**config.mk**
```make
export PLATFORM = sky130hd
export DESIGN_NAME = utf8_stream_decoder_core
export DESIGN_NICKNAME = d
export VERILOG_FILES = /design/src/rtl/core/u8sd_pkg.sv /design/src/rtl/core/utf8_stream_decoder_core.sv /design/src/rtl/core/u8sd_front.sv /design/src/rtl/core/u8sd_queue.sv /design/src/rtl/core/u8sd_back.sv
export SDC_FILE = /design/constraint.sdc
export NUM_CORES = 1
export LEC_CHECK = 0
export BUFFER_PORTS_ARGS = -buffer_cell sky130_fd_sc_hd__clkbuf_2
export CAP_MARGIN = 20
export CORE_ASPECT_RATIO = 1.2
export CORE_UTILIZATION = 50
export DETAILED_ROUTE_END_ITERATION = 6
export HOLD_SLACK_MARGIN = 0.12
export PLACE_DENSITY = 0.73
export REMOVE_ABC_BUFFERS = 1
export SYNTH_ARGS = -nofsm -noshare
export SYNTH_HDL_FRONTEND = slang
export SYNTH_SLANG_ARGS = --single-unit
```
**constraint.sdc**
```tcl
create_clock -name i_clk -period 4.7 [get_ports i_clk]
set_input_delay 0.47 -clock i_clk [delete_from_list [all_inputs] [get_ports i_clk]]
set_output_delay 0.47 -clock i_clk [all_outputs]
set_load 0.02 [all_outputs]
```
**src/rtl/core/u8sd_pkg.sv**
```systemverilog
// u8sd_pkg: shared types and constants for the utf-8 stream decoder
// holds the byte token passed from the classifier to the sequencer
// no dependencies
`timescale 1ns / 1ps
`default_nettype none

package u8sd_pkg;

    localparam int CODE_POINT_W = 31;
    localparam int CHAR_COUNT_W = 20;
    localparam int TOK_BITS_W   = 7;
    localparam int QUEUE_DEPTH  = 2;

    // byte ranges of the six-byte form
    localparam logic [7:0] ASCII_MAX  = 8'h7F;
    localparam logic [7:0] LEAD2_MIN  = 8'hC0;
    localparam logic [7:0] LEAD3_MIN  = 8'hE0;
    localparam logic [7:0] LEAD4_MIN  = 8'hF0;
    localparam logic [7:0] LEAD5_MIN  = 8'hF8;
    localparam logic [7:0] LEAD6_MIN  = 8'hFC;
    localparam logic [7:0] LEAD6_MAX  = 8'hFD;
    localparam logic [7:0] CONT_MASK  = 8'hC0;
    localparam logic [7:0] CONT_TAG   = 8'h80;
    localparam logic [7:0] CONT_BITS  = 8'h3F;

    typedef enum logic [2:0] {
        TK_ZERO,
        TK_ASCII,
        TK_LEAD,
        TK_CONT,
        TK_BAD
    } t_tok_kind;

    typedef struct packed {
        t_tok_kind              kind;
        logic [2:0]             lead_len;  // continuation bytes a lead announces
        logic [TOK_BITS_W-1:0]  bits;      // value bits carried by the byte
        logic                   last;
    } t_tok;

endpackage : u8sd_pkg

`default_nettype wire

```
**src/rtl/core/utf8_stream_decoder_core.sv**
```systemverilog
// utf8_stream_decoder_core: byte-serial utf-8 decoder, six-byte form
// depends on u8sd_pkg, u8sd_front, u8sd_queue, u8sd_back
//
//   channel | handshake              | beat payload
//   --------+------------------------+---------------------------------------
//   in      | i_in_valid/o_in_stall  | i_data_byte, i_last_byte
//   out     | o_out_valid/i_out_stall| o_code_point, o_char_valid,
//           |                        | o_decode_error, o_string_done,
//           |                        | o_char_count
//
// one byte per cycle sustained while the output does not stall; a byte is written to the queue at the edge that
// takes it, and its result, if any, is loaded into the result register when the byte is popped
// the sequencer state update is the loop that sets the rate
// reset is synchronous, active low, and clears the queue and all string state
// output stall holds the result register; the two-entry queue absorbs the
// lag before the input stalls
`timescale 1ns / 1ps
`default_nettype none

module utf8_stream_decoder_core
    import u8sd_pkg::*;
#(
    parameter int COUNT_BITS = 20
) (
    input  wire logic                     i_clk,
    input  wire logic                     i_rst_n,
    input  wire logic                     i_in_valid,
    output logic                          o_in_stall,
    input  wire logic [7:0]               i_data_byte,
    input  wire logic                     i_last_byte,
    output logic                          o_out_valid,
    input  wire logic                     i_out_stall,
    output logic [CODE_POINT_W-1:0]       o_code_point,
    output logic                          o_char_valid,
    output logic                          o_decode_error,
    output logic                          o_string_done,
    output logic [CHAR_COUNT_W-1:0]       o_char_count
);

    t_tok w_push_tok;
    t_tok w_pop_tok;
    logic w_push;
    logic w_pop;
    logic w_full;
    logic w_empty;

    u8sd_front u_front (
        .i_in_valid  (i_in_valid),
        .i_data_byte (i_data_byte),
        .i_last_byte (i_last_byte),
        .i_q_full    (w_full),
        .o_in_stall  (o_in_stall),
        .o_push      (w_push),
        .o_tok       (w_push_tok)
    );

    u8sd_queue u_queue (
        .i_clk   (i_clk),
        .i_rst_n (i_rst_n),
        .i_push  (w_push),
        .i_tok   (w_push_tok),
        .i_pop   (w_pop),
        .o_full  (w_full),
        .o_empty (w_empty),
        .o_tok   (w_pop_tok)
    );

    u8sd_back #(
        .COUNT_BITS (COUNT_BITS)
    ) u_back (
        .i_clk          (i_clk),
        .i_rst_n        (i_rst_n),
        .i_q_empty      (w_empty),
        .i_tok          (w_pop_tok),
        .o_pop          (w_pop),
        .i_out_stall    (i_out_stall),
        .o_out_valid    (o_out_valid),
        .o_code_point   (o_code_point),
        .o_char_valid   (o_char_valid),
        .o_decode_error (o_decode_error),
        .o_string_done  (o_string_done),
        .o_char_count   (o_char_count)
    );

endmodule : utf8_stream_decoder_core

`default_nettype wire

```
**src/rtl/core/u8sd_front.sv**
```systemverilog
// u8sd_front: takes input beats and classifies each byte into a token
// depends on u8sd_pkg; pushes into u8sd_queue
`timescale 1ns / 1ps
`default_nettype none

module u8sd_front
    import u8sd_pkg::*;
(
    input  wire logic       i_in_valid,
    input  wire logic [7:0] i_data_byte,
    input  wire logic       i_last_byte,
    input  wire logic       i_q_full,
    output logic            o_in_stall,
    output logic            o_push,
    output t_tok            o_tok
);

    logic [7:0] w_b;

    assign w_b        = i_data_byte;
    assign o_in_stall = i_q_full;
    assign o_push     = i_in_valid && !i_q_full;

    always_comb begin
        o_tok          = '0;
        o_tok.last     = i_last_byte;
        o_tok.kind     = TK_BAD;
        o_tok.lead_len = 3'd0;
        o_tok.bits     = '0;
        priority if (w_b == 8'h00) begin
            o_tok.kind = TK_ZERO;
        end else if (w_b <= ASCII_MAX) begin
            o_tok.kind = TK_ASCII;
            o_tok.bits = w_b[6:0];
        end else if ((w_b & CONT_MASK) == CONT_TAG) begin
            o_tok.kind = TK_CONT;
            o_tok.bits = {1'b0, w_b[5:0] & CONT_BITS[5:0]};
        end else if (w_b >= LEAD2_MIN && w_b < LEAD3_MIN) begin
            o_tok.kind     = TK_LEAD;
            o_tok.lead_len = 3'd1;
            o_tok.bits     = {2'b00, w_b[4:0]};
        end else if (w_b >= LEAD3_MIN && w_b < LEAD4_MIN) begin
            o_tok.kind     = TK_LEAD;
            o_tok.lead_len = 3'd2;
            o_tok.bits     = {3'b000, w_b[3:0]};
        end else if (w_b >= LEAD4_MIN && w_b < LEAD5_MIN) begin
            o_tok.kind     = TK_LEAD;
            o_tok.lead_len = 3'd3;
            o_tok.bits     = {4'b0000, w_b[2:0]};
        end else if (w_b >= LEAD5_MIN && w_b < LEAD6_MIN) begin
            o_tok.kind     = TK_LEAD;
            o_tok.lead_len = 3'd4;
            o_tok.bits     = {5'b00000, w_b[1:0]};
        end else if (w_b >= LEAD6_MIN && w_b <= LEAD6_MAX) begin
            o_tok.kind     = TK_LEAD;
            o_tok.lead_len = 3'd5;
            o_tok.bits     = {6'b000000, w_b[0]};
        end else begin
            o_tok.kind = TK_BAD;
        end
    end

endmodule : u8sd_front

`default_nettype wire

```
**src/rtl/core/u8sd_queue.sv**
```systemverilog
// u8sd_queue: two-entry token queue between classifier and sequencer
// depends on u8sd_pkg
`timescale 1ns / 1ps
`default_nettype none

module u8sd_queue
    import u8sd_pkg::*;
(
    input  wire logic i_clk,
    input  wire logic i_rst_n,
    input  wire logic i_push,
    input  wire t_tok i_tok,
    input  wire logic i_pop,
    output logic      o_full,
    output logic      o_empty,
    output t_tok      o_tok
);

    localparam int PtrW = $clog2(QUEUE_DEPTH);
    localparam int CntW = $clog2(QUEUE_DEPTH + 1);

    t_tok            r_mem [QUEUE_DEPTH];
    logic [PtrW-1:0] r_wr_ptr;
    logic [PtrW-1:0] r_rd_ptr;
    logic [CntW-1:0] r_cnt;

    assign o_full  = (r_cnt == CntW'(QUEUE_DEPTH));
    assign o_empty = (r_cnt == '0);
    assign o_tok   = r_mem[r_rd_ptr];

    always_ff @(posedge i_clk) begin
        if (i_push) begin
            r_mem[r_wr_ptr] <= i_tok;
        end
    end

    always_ff @(posedge i_clk) begin
        if (!i_rst_n) begin
            r_wr_ptr <= '0;
            r_rd_ptr <= '0;
            r_cnt    <= '0;
        end else begin
            if (i_push) begin
                r_wr_ptr <= r_wr_ptr + 1'b1;
            end
            if (i_pop) begin
                r_rd_ptr <= r_rd_ptr + 1'b1;
            end
            unique case ({i_push, i_pop})
                2'b10:   r_cnt <= r_cnt + 1'b1;
                2'b01:   r_cnt <= r_cnt - 1'b1;
                default: r_cnt <= r_cnt;
            endcase
        end
    end

    assert property (@(posedge i_clk) disable iff (!i_rst_n)
        !(i_push && o_full)) else $error("queue overrun");
    assert property (@(posedge i_clk) disable iff (!i_rst_n)
        !(i_pop && o_empty)) else $error("queue underrun");
    assert property (@(posedge i_clk) disable iff (!i_rst_n)
        (r_cnt == '0 || r_cnt == CntW'(QUEUE_DEPTH)) == (r_wr_ptr == r_rd_ptr))
        else $error("queue pointers disagree with count");

endmodule : u8sd_queue

`default_nettype wire

```
**src/rtl/core/u8sd_back.sv**
```systemverilog
// u8sd_back: sequence state, code point assembly and the result register
// depends on u8sd_pkg; pops tokens from u8sd_queue
`timescale 1ns / 1ps
`default_nettype none

module u8sd_back
    import u8sd_pkg::*;
#(
    parameter int COUNT_BITS = 20
) (
    input  wire logic                     i_clk,
    input  wire logic                     i_rst_n,
    input  wire logic                     i_q_empty,
    input  wire t_tok                     i_tok,
    output logic                          o_pop,
    input  wire logic                     i_out_stall,
    output logic                          o_out_valid,
    output logic [CODE_POINT_W-1:0]       o_code_point,
    output logic                          o_char_valid,
    output logic                          o_decode_error,
    output logic                          o_string_done,
    output logic [CHAR_COUNT_W-1:0]       o_char_count
);

    localparam int ExtW = (COUNT_BITS > CHAR_COUNT_W) ? COUNT_BITS : CHAR_COUNT_W;
    localparam logic [COUNT_BITS-1:0] CountMax = {COUNT_BITS{1'b1}};

    logic [2:0]              r_pend,    n_pend;
    logic [CODE_POINT_W-1:0] r_partial, n_partial;
    logic [COUNT_BITS-1:0]   r_count,   n_count;
    logic                    r_err,     n_err;
    logic                    r_disc,    n_disc;

    logic                    r_out_valid;
    logic [CODE_POINT_W-1:0] r_out_cp;
    logic                    r_out_char;
    logic                    r_out_err;
    logic                    r_out_done;
    logic [CHAR_COUNT_W-1:0] r_out_count;

    logic                    w_got;
    logic                    w_done;
    logic [CODE_POINT_W-1:0] w_cp;
    logic [CODE_POINT_W-1:0] w_shift;
    logic [ExtW-1:0]         w_count_ext;
    logic                    w_load;

    // result register frees up when it is empty or its beat is taken
    assign o_pop = !i_q_empty && (!r_out_valid || !i_out_stall);

    assign w_shift     = {r_partial[CODE_POINT_W-7:0], i_tok.bits[5:0]};
    assign w_count_ext = ExtW'(n_count);

    always_comb begin
        n_pend    = r_pend;
        n_partial = r_partial;
        n_count   = r_count;
        n_err     = r_err;
        n_disc    = r_disc;
        w_got     = 1'b0;
        w_done    = 1'b0;
        w_cp      = '0;
        if (i_tok.kind == TK_ZERO) begin
            if (!r_disc && r_pend != 3'd0) begin
                n_err     = 1'b1;
                n_disc    = 1'b1;
                n_pend    = 3'd0;
                n_partial = '0;
            end
            w_done = 1'b1;
        end else begin
            if (!r_disc) begin
                if (r_pend == 3'd0) begin
                    unique case (i_tok.kind)
                        TK_ASCII: begin
                            w_got = 1'b1;
                            w_cp  = CODE_POINT_W'(i_tok.bits);
                        end
                        TK_LEAD: begin
                            n_partial = CODE_POINT_W'(i_tok.bits);
                            n_pend    = i_tok.lead_len;
                        end
                        default: begin
                            n_err     = 1'b1;
                            n_disc    = 1'b1;
                            n_pend    = 3'd0;
                            n_partial = '0;
                        end
                    endcase
                end else if (i_tok.kind == TK_CONT) begin
                    n_pend = r_pend - 3'd1;
                    if (r_pend == 3'd1) begin
                        w_got     = 1'b1;
                        w_cp      = w_shift;
                        n_partial = '0;
                    end else begin
                        n_partial = w_shift;
                    end
                end else begin
                    n_err     = 1'b1;
                    n_disc    = 1'b1;
                    n_pend    = 3'd0;
                    n_partial = '0;
                end
                if (w_got && r_count != CountMax) begin
                    n_count = r_count + 1'b1;
                end
            end
            if (i_tok.last) begin
                // string ends with a sequence still open
                if (!n_disc && n_pend != 3'd0) begin
                    n_err     = 1'b1;
                    n_disc    = 1'b1;
                    n_pend    = 3'd0;
                    n_partial = '0;
                end
                w_done = 1'b1;
            end
        end
    end

    assign w_load = o_pop && (w_got || w_done);

    always_ff @(posedge i_clk) begin
        if (!i_rst_n) begin
            r_pend    <= 3'd0;
            r_partial <= '0;
            r_count   <= '0;
            r_err     <= 1'b0;
            r_disc    <= 1'b0;
        end else if (o_pop) begin
            if (w_done) begin
                r_pend    <= 3'd0;
                r_partial <= '0;
                r_count   <= '0;
                r_err     <= 1'b0;
                r_disc    <= 1'b0;
            end else begin
                r_pend    <= n_pend;
                r_partial <= n_partial;
                r_count   <= n_count;
                r_err     <= n_err;
                r_disc    <= n_disc;
            end
        end
    end

    always_ff @(posedge i_clk) begin
        if (!i_rst_n) begin
            r_out_valid <= 1'b0;
        end else if (w_load) begin
            r_out_valid <= 1'b1;
        end else if (!i_out_stall) begin
            r_out_valid <= 1'b0;
        end
    end

    always_ff @(posedge i_clk) begin
        if (w_load) begin
            r_out_cp    <= w_cp;
            r_out_char  <= w_got;
            r_out_err   <= n_err;
            r_out_done  <= w_done;
            r_out_count <= w_count_ext[CHAR_COUNT_W-1:0];
        end
    end

    assign o_out_valid    = r_out_valid;
    assign o_code_point   = r_out_cp;
    assign o_char_valid   = r_out_char;
    assign o_decode_error = r_out_err;
    assign o_string_done  = r_out_done;
    assign o_char_count   = r_out_count;

    assert property (@(posedge i_clk) disable iff (!i_rst_n)
        r_pend <= 3'd5) else $error("pending count out of range");
    assert property (@(posedge i_clk) disable iff (!i_rst_n)
        r_disc |-> (r_err && r_pend == 3'd0 && r_partial == '0))
        else $error("discard state inconsistent");
    assert property (@(posedge i_clk) disable iff (!i_rst_n)
        (r_out_valid && !r_out_done) |-> (r_out_char && !r_out_err))
        else $error("mid-string beat without a character");
    assert property (@(posedge i_clk) disable iff (!i_rst_n)
        (r_out_valid && i_out_stall) |-> !o_pop)
        else $error("result register overwritten while stalled");

endmodule : u8sd_back

`default_nettype wire

```
Yosys cells after proc, flatten, opt, wreduce, memory -nomap -nowiden
Memories as Yosys holds them, arrays and structs flattened. A register that Yosys moved wholly into a read port is not among the register bits.
Cells that the tools add are included.
Storage, ports and cells
  bits of input ports: 13
  latch bits: 0
  memories: 1
  logic and storage cells: 150
  bits in read-only memories: 0
  register bits after elaboration: 115
  bits in writable memories: 28
  output and inout bits: 56
Cells by class
  equality and inequality tests: 11
  shift-type cells: 0
  bitwise gates (word level): 0
  div/mod/pow operators: 0
  muxes and demuxes: 78
  magnitude comparators: 11
  add/subtract/negate cells: 6
  reduce and logical (&&, ||, !) cells: 29
  $mul: 0
Memories
  u_queue.r_mem: words 2, bits a word 14, rd ports 1, clocked after memory_dff 1, write ports 1, RTL line u8sd_queue.sv:22  | t_tok r_mem [QUEUE_DEPTH];
Operators by type and width (number)
  two-way mux 31 bit: 12
  two-way mux 20 bit: 4
  one-hot mux 31 bit (2 select lines): 1
  two-way mux 13 bit: 4
  two-way mux 3 bit: 15
  >= comparator 8 bit (second input constant): 5
  two-way mux 1 bit: 35
  less-than comparator 8 bit (second input constant): 4
  two-way mux 7 bit: 3
  adder 20 x 1 -> 20 bit (second input constant): 1
  two-way mux 10 bit: 2
  inequality test 20 bit (second input constant): 1
  logical AND 1 bit: 11
  <= comparator 8 x 7 -> 1 bit (second input constant): 1
  <= comparator 8 bit (second input constant): 1
  logical NOT 8 bit: 1
  equality test 2 bit (second input constant): 3
  equality test 3 x 1 -> 1 bit (second input constant): 2
  equality test 3 x 2 -> 1 bit (second input constant): 2
  logical NOT 1 bit: 6
  logical NOT 3 bit: 2
  one-hot mux 3 bit (2 select lines): 1
  nonzero test 3 bit: 2
  one-hot mux 2 bit (2 select lines): 1
  other kinds (12): 15

Logic depth before layout (Yosys ltp)
  word-level depth: 12
  depth in mapped cells: 10
  mapped depth without buffers: 9

Hierarchy
Synthesis repeated with hierarchy kept, for this count alone.
Second synthesis, totals
  cell total of the unflattened synthesis: 526
  area, all modules: 6005.8 µm²
By module, submodules not included
  u8sd_back: area an instance 4604.4 µm², cells an instance 433, sequential area each 2642.5 µm², instances 1
  u8sd_queue: area an instance 1219.9 µm², cells an instance 65, sequential area each 940.9 µm², instances 1
  u8sd_front: area an instance 181.4 µm², cells an instance 28, sequential area each 0.0 µm², instances 1

Worst setup path before layout
OpenSTA, ideal clock, no wires.
  path type: reg-to-reg
  start point: register with a tool-made name
  end point: register u_back.r_out_count[0], in the netlist u_back.o_char_count[0] (enable)
  arrival time: 4.079 ns
  period minus slack after synthesis: 4.564 ns
  slack: 0.136 ns
  buffers on the path: 2
  data required time: 4.215 ns
  cell stages (with the launch flop): 7
  library setup time: 0.485 ns
  cell sequence: dfxtp_1 > buf_6 > mux2i_1 > o21ai_0 > and2_1 > clkbuf_2 > a21oi_1
RTL lines
  to (signal assigned): RTL line u8sd_back.sv:164  | r_out_count <= w_count_ext[CHAR_COUNT_W-1:0];
  to (decl): RTL line u8sd_back.sv:39  | logic [CHAR_COUNT_W-1:0] r_out_count;

==> results.sh <==
export IMPL_async_flop_share_pct=0
export IMPL_hold_viol_final=0
export IMPL_cp_max_fo=25
export IMPL_die_area_mm2=0.0123
export IMPL_finalCritPeriodShare_pct=68.7
export IMPL_post_cts_setup_buffer_count=0
export IMPL_ant_nets=0
export IMPL_synth_simple_area_share_pct=16.7
export IMPL_synth_edff_count=82
export IMPL_clock_latency_ps=420
export IMPL_finalWeightedCongestion=0.918
export IMPL_vias=4273
export IMPL_slew_limit_headroom_pct=32.7
export IMPL_p_total_mw=3.99
export IMPL_setup_viol=0
export IMPL_fin_crit_ps=3230
export IMPL_drt_total_wl_um=11600
export IMPL_fmax_ghz=0.310
export IMPL_die_w_um=101
export IMPL_rsz0062_at_grt="false"
export IMPL_syn_instance_count=523
export IMPL_cts_num_sinks=138
export IMPL_initialDrtViolationCount=252
export IMPL_clk_pin_slew_worst_paths_ps=60
export IMPL_startpoint_type="flip-flop"
export IMPL_ys_seq_area_share_pct=60.4
export IMPL_cp_arrival_ps=3580
export IMPL_drcViolationCount=0
export IMPL_antennaDiodeCount=0
export IMPL_cts_root_buf="clkbuf_16"
export IMPL_overflow=0
export IMPL_drt_pass1_iter_count=5
export IMPL_synth_compound_area_share_pct=13.6
export IMPL_synth_flop_cell="edfxtp_1"
export IMPL_status="finished, final reports clean"
export IMPL_p_leak_nw=2.57
export IMPL_synth_area_top_cells="edfxtp_1, dfxtp_1, nor2_1"
export IMPL_initial_core_util_pct=51.3
export IMPL_drive_gt1_share_pct=19.6
export IMPL_die_h_um=121
export IMPL_synth_cell_types=62
export IMPL_grt_pass1_vias=4029
export IMPL_critPathCaptureType="flip-flop"
export IMPL_synth_top_area_share_pct=41.5
export IMPL_synth_top_family_by_area="simple AND/OR/NAND/NOR gates"
export IMPL_syn_to_final_growth_pct=18.1
export IMPL_yosysMostFrequentCell="edfxtp_1"
export IMPL_synth_top_area_cell="edfxtp_1"
export IMPL_synthMuxAreaShare_pct=2.24
export IMPL_cp_data_required_time_ps=5050
export IMPL_maxSlewViolCount=0
export IMPL_avgSynthCellArea_um2=11.3
export IMPL_ios=69
export IMPL_synth_xor_xnor_area_share_pct=3.40
export IMPL_rows=43
export IMPL_p_per_area_mw_per_mm2=569
export IMPL_grt_start_max_net_pins=47
export IMPL_cts_inserted_buffers=17
export IMPL_post_cts_resized=0
export IMPL_grt_pass1_wl_um=19100
export IMPL_h_tree_depth=4
export IMPL_tightest_slew_ps=1000
export IMPL_avgRoutedWirePerCell_um=15.2
export IMPL_yosys_top_cells_count="edfxtp_1, nor2_1, dfxtp_1, nand2_1, and2_1"
export IMPL_coreArea_mm2=0.0116
export IMPL_clk_path_buf_depth=2
export IMPL_cts_hold_buf=0
export IMPL_cts_tree="done"
export IMPL_nNetsFinal=612
export IMPL_crit_type="flip-flop to flip-flop"
export IMPL_netlist_area_mm2=0.00593
export IMPL_post_dp_hpwl_um=8030
export IMPL_viasPerCell=5.59
export IMPL_grtUsageTotal_pct=20.3
export IMPL_ir_worst_vdd_mv=0.321
export IMPL_portBuffers=68
export IMPL_synth_seq_cells=138
export IMPL_max_cap_violations=0
export IMPL_finalClockSkew_ps=11.6
export IMPL_finalSetupTns_ps=0
export IMPL_hold_class="input pin to flip-flop"
export IMPL_synth_fa_ha_area_share_pct=1.06
export IMPL_ys_warnings_count=0
export IMPL_antenna_found_initial=0
[routing by layer]
layer | share of wire [%] | vias up | global-route usage [%] | routed length, um
met5 | 0 | - | 0 | 0
met1 | 43 | 2050 | 25.0 | 5040
met4 | 2.4 | 0 | 9.60 | 274
met3 | 4.1 | 20 | 4.78 | 475
li1 | - | 2088 | - | -
met2 | 50 | 115 | 33.3 | 5830
[cell families (layout without fill, tap and decap cells)]
| kind of cell | after synthesis | after routing |
|---|---|---|
| fa+ha+maj | 5 | 5 |
| mux | 13 | 13 |
| compound gates | 116 | 116 |
| simple gates | 194 | 194 |
| xor+xnor | 23 | 23 |
| buf+inv | 34 | 118 |
| flops | 138 | 138 |
[layout by cell type (no fill, tap or decap), drive strengths merged, types with 13 or more instances in the layout]
master and instances:
a21oi 22, a22oi 22, a31oi 15, and2 30, clkbuf 85, dfxtp 56
edfxtp 82, inv 20, nand2 39, nand3 13, nor2 61, o21ai 19
[state kept, by name, indices dropped and copies added (netlist names), named ones only]
name and flops:
u_back.o_char_count 20, u_back.o_decode_error 1, u_back.r_disc 1, u_back.o_char_valid 1, u_queue.r_wr_ptr 1, u_back.r_partial 25, u_back.o_code_point 31, u_queue.r_mem 28
u_back.r_count 20, u_back.r_pend 3, u_queue.r_rd_ptr 1, u_back.r_err 1, u_back.o_out_valid 1, u_queue.r_cnt 2, u_back.o_string_done 1
[report_power, final]
part	internal [mW]	switching (mW)
Sequential	1.58	0.0989
Clock	0.705	0.566
Combinational	0.296	0.744
Total	2.58	1.41
[per-stage QoR]
| step | worst slack [ps] | utilization (%) | area (um^2) | std cells | hold WS (ps) |
|---|---|---|---|---|---|
| final | 1470 | 60.5 | 7000 | 764 | 246 |
| after global routing | 1130 | 60.5 | 7000 | 764 | 236 |
| after CTS | 1490 | 60.5 | 7000 | 763 | 241 |
| after detailed placement | 1490 | 55.5 | 6420 | 731 | 472 |
| after global placement | 1630 | 55.5 | 6420 | 731 | 463 |
| after floorplan | -159 | - | 5830 | 502 | 435 |
[worst max-delay path: stages (launching register included)]
cell and delay, ps:
dfxtp_1 830, mux2i_1 340, o21ai_0 260, and2_1 400, inv_1 180, o21ai_2 830
a22oi_1 170, nor2_1 150
[worst paths after layout]
kind | cells after the start | end | start | slack, ps
max | 7 | u_back.r_partial[20] | flip-flop | 1470
min | 1 | u_queue.r_mem[0][0] | i_last_byte | 250
max reg2reg | 7 | u_back.r_partial[20] | flip-flop | 1470
min reg2reg | 1 | u_back.r_count[19] | u_back.r_count[19] | 490
[layout make-up]
cell class,count,area [um^2]
flip-flops and latches,138,3580
fillers,946,4560
multi-input cells,351,2210
clock inverters,15,153
repair buffers,73,378
well taps,157,196
inverters,13,53.8
clock buffers,17,425
No activity file was read; power rests on OpenSTA's default activity.
